**config.mk**
```make
export PLATFORM = sky130hd
export DESIGN_NAME = prr_queue
export DESIGN_NICKNAME = d
export VERILOG_FILES = /design/src/hw/rtl/prr_pkg.sv /design/src/hw/rtl/prr_queue.sv
export SDC_FILE = /design/constraint.sdc
export NUM_CORES = 1
export LEC_CHECK = 0
export BUFFER_PORTS_ARGS = -buffer_cell sky130_fd_sc_hd__clkbuf_2
export CORE_ASPECT_RATIO = 0.6
export CORE_MARGIN = 2
export CORE_UTILIZATION = 56
export CTS_BUF_LIST = sky130_fd_sc_hd__clkbuf_16
export CTS_CLUSTER_DIAMETER = 60
export DETAILED_ROUTE_END_ITERATION = 10
export PLACE_DENSITY = 0.76
export SETUP_SLACK_MARGIN = 0.1
export SYNTH_ARGS = -nofsm -noshare
export SYNTH_HDL_FRONTEND = slang
export SYNTH_SLANG_ARGS = --single-unit
```
**constraint.sdc**
```tcl
create_clock -name clock -period 2.4 [get_ports clock]
set_clock_uncertainty 0.1 [all_clocks]
set_input_delay 0.12 -clock clock [delete_from_list [all_inputs] [get_ports clock]]
set_output_delay 0.12 -clock clock [all_outputs]
set_load 0.005 [all_outputs]
```
**src/hw/rtl/prr_pkg.sv**
```systemverilog
// shared types and constants of the palette row resampler
// no dependencies
package prr_pkg;

   localparam int TEX_SIZE    = 256;
   localparam int QUEUE_DEPTH = 4;
   localparam int PTR_W       = $clog2(QUEUE_DEPTH);
   localparam int CNT_W       = $clog2(QUEUE_DEPTH + 1);

   localparam logic [10:0] COLS_RESET = 11'd320;
   localparam logic [10:0] ROWS_RESET = 11'd240;
   localparam logic [10:0] COLS_MIN   = 11'd4;
   localparam logic [10:0] ROWS_MIN   = 11'd1;
   localparam logic [10:0] DIM_MAX    = 11'd1024;
   localparam logic [7:0]  ALPHA      = 8'hff;

   localparam logic KIND_PALETTE = 1'b0;
   localparam logic KIND_PIXEL   = 1'b1;

   localparam logic REG_SRC_COLS = 1'b0;
   localparam logic REG_SRC_ROWS = 1'b1;

   typedef struct packed {
      logic [7:0] blue;
      logic [7:0] green;
      logic [7:0] red;
   } prr_pixel_type;

   typedef struct packed {
      logic [10:0] cols;
      logic [10:0] rows;
   } prr_geom_type;

endpackage

```
**src/hw/rtl/prr_queue.sv**
```systemverilog
// short pixel queue between front and back
// depends on prr_pkg
module prr_queue import prr_pkg::*; (
   input  logic             clock,
   input  logic             reset,
   input  logic             push,
   input  prr_pixel_type    push_data,
   input  logic             pop,
   output prr_pixel_type    head_data,
   output logic [CNT_W-1:0] count
);

   prr_pixel_type    slot_ff [QUEUE_DEPTH];
   logic [PTR_W-1:0] wr_ptr_ff, wr_ptr_in;
   logic [PTR_W-1:0] rd_ptr_ff, rd_ptr_in;
   logic [CNT_W-1:0] count_ff, count_in;

   always_comb begin
      wr_ptr_in = push ? wr_ptr_ff + PTR_W'(1) : wr_ptr_ff;
      rd_ptr_in = pop ? rd_ptr_ff + PTR_W'(1) : rd_ptr_ff;
      count_in  = count_ff + CNT_W'(push) - CNT_W'(pop);
   end

   always_ff @(posedge clock) begin
      if (reset) begin
         wr_ptr_ff <= '0;
         rd_ptr_ff <= '0;
         count_ff  <= '0;
      end else begin
         wr_ptr_ff <= wr_ptr_in;
         rd_ptr_ff <= rd_ptr_in;
         count_ff  <= count_in;
      end
   end

   always_ff @(posedge clock) begin
      if (push) begin
         slot_ff[wr_ptr_ff] <= push_data;
      end
   end

   assign head_data = slot_ff[rd_ptr_ff];
   assign count     = count_ff;

endmodule

```
# Word-level counts from Yosys, hierarchy flattened
# Memory sizes are Yosys's and may differ from the RTL's. A register that Yosys moved wholly into a read port is not among the register bits.
# Cells that the tools add are included.
[totals]
register_bits = 7
n_memories = 1
inputBits = 28
out_inout_bits = 27
ramBits = 96
[classes]
add_sub_neg = 4
n_mux = 4
[mem_list]
columns = ["name", "depth", "word_bits", "rd", "rd_ports_with_merged_regs", "write_ports", "line_no", "text"]
rows = [
  ["slot_ff", 4, 24, 1, 1, 1, "prr_queue.sv:13", "prr_pixel_type slot_ff [QUEUE_DEPTH];"],
]
[op_table]
columns = ["op", "n"]
rows = [
  ["adder 2 x 1 -> 2 bit (second input constant)", 2],
  ["two-way mux 2 bit", 2],
  ["adder 3 x 1 -> 3 bit", 1],
  ["subtractor 3 x 1 -> 3 bit", 1],
  ["two-way mux 1 bit", 2],
]

# Depth between registers and ports, before layout
# Gate-level depths: netlist of the first run.
[logic_depth]
depth_word = 3
depth_mapped = 7

# Worst setup path before layout of the first run
# Ideal clock, no wire load.
[synth_path]
kind = "reg2reg"
startpoint = "register count_ff[0] (netlist: count[0])"
endpoint = "register count_ff[2] (netlist: count[2])"
path_stages_with_launch = 8
t_arrival_ns = 1.616
setup_slack_ns = 0.619
n_path_buf = 0
setup_time_ns = 0.064
path_cell_list = "dfxtp_1 > inv_1 > ha_1 > inv_1 > ha_1 > fa_1 > xor3_1 > nor2_1"
[synth_via]
elab_chain_len = 2
[synth_rtl]
columns = ["element", "line_no", "text"]
rows = [
  ["start, declared", "prr_queue.sv:16", "logic [CNT_W-1:0] count_ff, count_in;"],
  ["start signal, assigned", "prr_queue.sv:32", "count_ff <= count_in;"],
  ["adder 3 x 1 -> 3 bit", "prr_queue.sv:21", "count_in = count_ff + CNT_W'(push) - CNT_W'(pop);"],
  ["subtractor 3 x 1 -> 3 bit", "prr_queue.sv:21", ""],
]
# Every way passes these cells.
# A chain may end at the register's enable or synchronous reset.

==> impl_results.md, run 1 <==
- Final antenna-violating net count: 0
- Post-synth EDFFs: 96
- CTS resizes: 0
- Crit-path slowest cell: dfxtp_2
- Antenna cells: 0
- Cts bufs inserted: 9
- Slew headroom: 0.614
- Max cap viols: 0
- Routability cong.: 0.782
- Initial antenna violation count: 0
- Nets@finish: 293
- Total negative setup slack: 0 ns
- CTS tree: yes
- DRT Wirelength: 6.35 mm
- Critical path's largest stage delay: 0.59 ns
- Netlist cell types: 20
- Drt drc: 0
- Vias: 1849
- Yosys top cell by area: edfxtp_1
- Critical setup path kind: register to primary output
- Status: finished, final reports clean
- Core Box Area: 6730 sq um
- Vias per inst: 5.28
- Synth Area per Inst: 23.7 sq um
- Clock Tree Root: clkbuf_16
- Final Core Density: 0.721
- Global-route usage over all layers: 0.186
- Final period utilization: 0.860
- Final Hold Fails: 0
- Crit path depth: 3
- Clock Latency Late Sink: 0.34 ns
- Most common cell in the netlist: edfxtp_1
- Synth top cells by count: 96 x edfxtp_1, 20 x mux4_2, 9 x dfxtp_1
- Pwr Density: 800 nW/um^2
- PortBufs: 54
- DP Area: 4330 sq um
- Final setup viols: 0
- RSZ-0062 raised after global routing: no
- Post-route cell area: 4850 sq um
- Netlist Area Pre-Place: 3930 sq um
- Die width: 112 um
- H-tree levels: 3
- Slew @ Worst Pin: 0.579 ns
- Io pins: 55
- Sequential Area: 3060 sq um
- Hold path depth: 3
- Max frequency: 484 MHz
- Leak pwr: 1.75 nW
- Crit Path Max Fanout: 13
- Final period demand of the worst path: 2.07 ns
- Wire per inst: 18.1 um
- VDD IR-drop max: 0.555 mV
- Cells after synthesis: 166
- Crit path DAT: 1.85 ns
- Hold crit path type: input port to register
- Share of layout cells above drive strength 1: 0.369
- Setup crit end kind: primary output
- Required @ worst endpoint: 2.18 ns
- Flops & latches, synth: 105
- CP Cell Sequence: buf_12 > mux4_2 > clkbuf_2
- Area contributors post-synth: edfxtp_1 73%, mux4_2 11%, dfxtp_1 4.6%
- DP Cell Count: 309
- Slew Limit Fails: 0
- Area delta synth->final: 23.5%
- Die height: 68.9 um
- # fillers: 402
- Pin count of the biggest net entering global routing: 19
- Worst-path clk slew: 0.07 ns
- Starting Density: 0.584
- Total power: 3.88 mW
- Area share of the largest cell type after synthesis: 0.733
- Reg2Reg Depth: 7
- # rows: 23
- Yosys warning count: 0
- Clk sinks: 105
- Drt pass-1 iters: 4
- Die area: 7730 sq um
- Top delay family on crit path: flip-flops
- Overflow after GRT: 0
- Top FF cell, synth: edfxtp_1
- Sequential share of the synthesized area: 0.779
- Asr flop ratio synth: 0
- Worst path bufs/invs: 2
- Post-DP HPWL: 4.05 mm
- R2R setup slack: 0.56 ns
- Global-route wire length before repair: 10.1 mm
- Vias in the first global route: 1911
- Clock tree buffer depth: 2
- Area of the multi-input gates: 781 sq um
- Non-filler cells, final: 350
- Syn nets: 201
- Startpoint Class: register
- 1st-iter DRT viols: 101
-- cell type report --
cell class,count,share of cell area
Multi-Input combinational cell,49,0.161
Tap cell,87,0.0224
Clock buffer,9,0.0464
Timing Repair Buffer,87,0.125
Clock inverter,7,0.00954
Sequential cell,105,0.631
Inverter,6,0.00464
-- power by group --
group	total [mW]	leakage, nW	internal, mW	switching [mW]
registers	2.14	0.957	2.10	0.0417
logic	0.429	0.653	0.243	0.186
clock network	1.31	0.137	0.703	0.608
-- cell families after synthesis --
logic type | share of synthesized area
mux | 0.144
simple gates | 0.0162
flops | 0.779
xor+xnor | 0.0105
buf+inv | 0.0223
compound gates | 0.00382
fa+ha+maj | 0.0242
-- layout by cell type (no fill, tap or decap), drive strengths merged --
master       count
a21bo            1
a21oi            1
and2             4
buf              8
clkbuf          63
clkinv           4
dfxtp            9
dlygate4sd3     25
edfxtp          96
fa               1
ha               6
inv              9
mux2i            1
mux4            24
nand3b           1
nor2             5
nor2b            2
xnor2            2
xor3             1
-- worst min-delay path, stage by stage --
cell and delay, ns:
clkbuf_2 0.13, xnor2_1 0.10, nor2_1 0.08
-- metrics by stage --
stage                     hold WS [ns]  setup slack, ns
after floorplan                 0.0916            0.619
after global placement           0.242            0.610
after detailed placement         0.242            0.544
after CTS                       0.0167            0.288
after global routing            0.0456            0.222
final                           0.0248            0.335
-- path summary, 6_finish.rpt --
path | startpoint | end
setup / recovery | register | head_data[19]
hold / removal | pop | rd_ptr_ff[0]
setup reg to reg | count[0] | count[2]
hold reg to reg | rd_ptr_ff[1] | register
-- flip-flops by register name (all words and copies together) (netlist names), named ones only --
name / cells
slot_ff: 96
count: 3
rd_ptr_ff: 2
wr_ptr_ff: 2
-- per-layer routing --
metal	GRT usage	routed length [um]
met5	0	0
met4	0.0595	68
met3	0.0726	321
met2	0.289	3040
met1	0.249	2920
-- what timing repair did --
action | in CTS | in global routing
hold buffers | 25 | 0
hold endpoints to repair | 105 | 0
setup buffers | 0 | 0
Power figures use the tool's default switching activity.
==> inputs of run 2 (changes only) <==
--- a/config.mk
+++ b/config.mk
@@ -5,14 +5,15 @@
 export SDC_FILE = /design/constraint.sdc
 export NUM_CORES = 1
 export LEC_CHECK = 0
+export ABC_AREA = 1
 export BUFFER_PORTS_ARGS = -buffer_cell sky130_fd_sc_hd__clkbuf_2
 export CORE_ASPECT_RATIO = 0.6
 export CORE_MARGIN = 2
-export CORE_UTILIZATION = 56
+export CORE_UTILIZATION = 57
 export CTS_BUF_LIST = sky130_fd_sc_hd__clkbuf_16
 export CTS_CLUSTER_DIAMETER = 60
 export DETAILED_ROUTE_END_ITERATION = 10
-export PLACE_DENSITY = 0.76
+export PLACE_DENSITY = 0.77
 export SETUP_SLACK_MARGIN = 0.1
 export SYNTH_ARGS = -nofsm -noshare
 export SYNTH_HDL_FRONTEND = slang
==> run 2 against run 1 <==
Compared with the run above:
- critical path type unchanged
- sequential share of layout area fell by 1.4 points
- critical endpoint is now head_data[23]
- global-route usage increased by 1.5 points
- first-iteration DRC count increased by 60%
- area after synthesis rose by 4.0%
- maximum frequency up 3.3%
- cell area rose by 2.2%
- sequential power barely moved
- total power is 4.2% higher
- utilization rose by 0.68 points
- cell count rose by 39%
==> impl_results.md, run 2 <==
- Final period utilization: 0.833 (-0.0274)
- Sequential share of the synthesized area: 0.749 (-0.0300)
- Crit path DAT: 1.78 ns (-0.07 ns)
- Routability cong.: 0.737 (-5.7%)
- Pwr Density: 815 nW/um^2 (+1.9%)
- Syn nets: 349 (+74%)
- Area share of the largest cell type after synthesis: 0.705 (-0.0283)
- Critical setup path kind: register to primary output
- GR Layer Usage met2: 0.301 (+0.0116)
- Most common cell in the netlist: edfxtp_1
- Drt drc: 0 (unchanged)
- Yosys top cell by area: edfxtp_1
- Sequential Area: 3060 sq um (unchanged)
- Slew @ Worst Pin: 0.757 ns (+0.178 ns)
- Netlist Area Pre-Place: 4090 sq um (+4.0%)
- Post-synth EDFFs: 96 (unchanged)
- Flops & latches, synth: 105 (unchanged)
- Hold crit path type: input port to register
- Gr busiest metal: met2
- Leak pwr: 1.90 nW (+8.8%)
- Startpoint Class: register
- CP Cell Sequence: inv_2 > o21ai_0 > o21ai_0 > clkbuf_2
- Clock Latency Late Sink: 0.34 ns (about the same)
- Top FF cell, synth: edfxtp_1
- Crit-path slowest cell: inv_2
- Synth top cells by count: 96 x edfxtp_1, 75 x nor2_1, 51 x o21ai_1
- Vias: 2577 (+39%)
- Max frequency: 500 MHz (+3.3%)
- Worst path bufs/invs: 2 (unchanged)
- Area contributors post-synth: edfxtp_1 71%, nor2_1 6.9%, o21ai_1 6.2%
- Final setup viols: 0 (unchanged)
- Die area: 7890 sq um (+2.1%)
- Area of the multi-input gates: 827 sq um (+5.9%)
- Final Core Density: 0.728 (+0.00684)
- Clk sinks: 105 (unchanged)
- Top delay family on crit path: buffers and inverters
- Wire per inst: 15.3 um (-16%)
- Initial antenna violation count: 0 (unchanged)
- Slew headroom: 0.495 (-0.119)
- RSZ-0062 raised after global routing: no
- Final Hold Fails: 0 (unchanged)
- Cells after synthesis: 314 (+89%)
- Slew Limit Fails: 0 (unchanged)
- GR met3 Demand/Resource: 0.0577 (-0.0149)
- Overflow after GRT: 0 (unchanged)
- # rows: 23 (unchanged)
- Setup crit end kind: primary output
- Die height: 69.6 um (+1.0%)
- Area delta synth->final: 21.4%
- Commonest non-fill, non-tap cell in the layout: edfxtp_1
- Clock Tree Root: clkbuf_16
- GR Util met1: 0.287 (+0.0387)
- Nets@finish: 429 (+46%)
- VDD IR-drop max: 0.546 mV (-1.7%)
- Synth Area per Inst: 13.0 sq um (-45%)
- Final antenna-violating net count: 0 (unchanged)
- Critical path's largest stage delay: 0.54 ns (-0.05 ns)
- Crit Path Max Fanout: 47 (+34)
- CTS tree: yes
- Pin count of the biggest net entering global routing: 50 (+31)
- Worst-path clk slew: 0.07 ns (about the same)
- DRT Wirelength: 7.42 mm (+17%)
- Netlist cell types: 20 (unchanged)
- Top reg by flops: slot_ff
- PortBufs: 54 (unchanged)
- H-tree levels: 3 (unchanged)
- # fillers: 438 (+9.0%)
- Status: finished, final reports clean
- Vias in the first global route: 2412 (+26%)
- Cts bufs inserted: 9 (unchanged)
- Drt pass-1 iters: 4 (unchanged)
- Share of layout cells above drive strength 1: 0.190 (-0.178)
- Total negative setup slack: 0 ns (unchanged)
- Max cap viols: 0 (unchanged)
- Most frequent cells in the layout: 96 x edfxtp_1, 75 x nor2_1, 54 x clkbuf_2
- Global-route usage over all layers: 0.200 (+0.0145)
- Global-route wire length before repair: 11.9 mm (+18%)
- Die width: 113 um (+1.1%)
- Vias per inst: 5.30 (+0.37%)
- Starting Density: 0.600 (+0.0157)
- Core Box Area: 6820 sq um (+1.3%)
- Io pins: 55 (unchanged)
- Largest register FFs: 96 (unchanged)
- Final period demand of the worst path: 2.00 ns (-0.0657 ns)
- Antenna cells: 0 (unchanged)
- 1st-iter DRT viols: 162 (+60%)
- Clock tree buffer depth: 2 (unchanged)
- Most used cell, CP: o21ai_0
- Required @ worst endpoint: 2.18 ns (about the same)
- Yosys warning count: 0 (unchanged)
- Post-DP HPWL: 4.47 mm (+10%)
- Asr flop ratio synth: 0 (unchanged)
[run 2: final timing paths]
kind	start	endpoint	slack, ns	depth (start not counted)
max	register	head_data[23]	0.40	4
min	push	wr_ptr_ff[0]	0.02	3
max reg2reg	count[0]	count[2]	0.69	8
min reg2reg	wr_ptr_ff[0]	wr_ptr_ff[0]	0.42	2
[run 2: report_power, final]
part           internal (mW)  switching [mW]
clock network          0.904           0.601
logic                  0.172           0.250
registers               2.09          0.0302
[run 2: layout make-up]
cell class	count	area share
flip-flops and latches	105	0.617
repair buffers	85	0.116
multi-input cells	174	0.167
inverters	19	0.0144
clock inverters	7	0.0177
well taps	87	0.0219
clock buffers	9	0.0454
[run 2: timing repair]
action | CTS | global route
hold buffers | 25 | 0
endpoints found under the hold margin | 105 | 0
resized for setup | 0 | 0
setup buffers | 0 | 0
[run 2: cells by family after synthesis]
family	after synthesis	share of synthesized area
flops	105	0.749
simple gates	91	0.0854
compound gates	76	0.0936
buf+inv	35	0.0487
fa+ha+maj	7	0.0233
[run 2: metal layers]
| layer | part of all wire | wire, um |
|---|---|---|
| met1 | 0.49 | 3630 |
| met2 | 0.45 | 3350 |
| met3 | 0.047 | 352 |
| met4 | 0.012 | 90 |
| met5 | 0 | 0 |
[run 2: worst reg2reg max path: stages, from the launching register on]
cell     delay, ns
dfxtp_1       0.33
inv_1         0.04
ha_1          0.26
inv_1         0.04
ha_1          0.18
fa_1          0.38
inv_1         0.07
nand3_1       0.08
a21oi_1       0.16
[run 2: stage by stage]
| stage | power, mW | cell area (sq um) | hold slack [ns] | setup WS (ns) | cells |
|---|---|---|---|---|---|
| floorplan | 2.39 | 4090 | 0.119 | 0.798 | 314 |
| global placement | 2.53 | 4400 | 0.241 | 0.752 | 445 |
| detailed placement | 2.54 | 4400 | 0.245 | 0.724 | 445 |
| CTS | 4.06 | 4960 | 0.00773 | 0.371 | 486 |
| global route | 4.18 | 4960 | 0.0525 | 0.278 | 486 |
| finish | 4.04 | 4960 | 0.0182 | 0.401 | 486 |
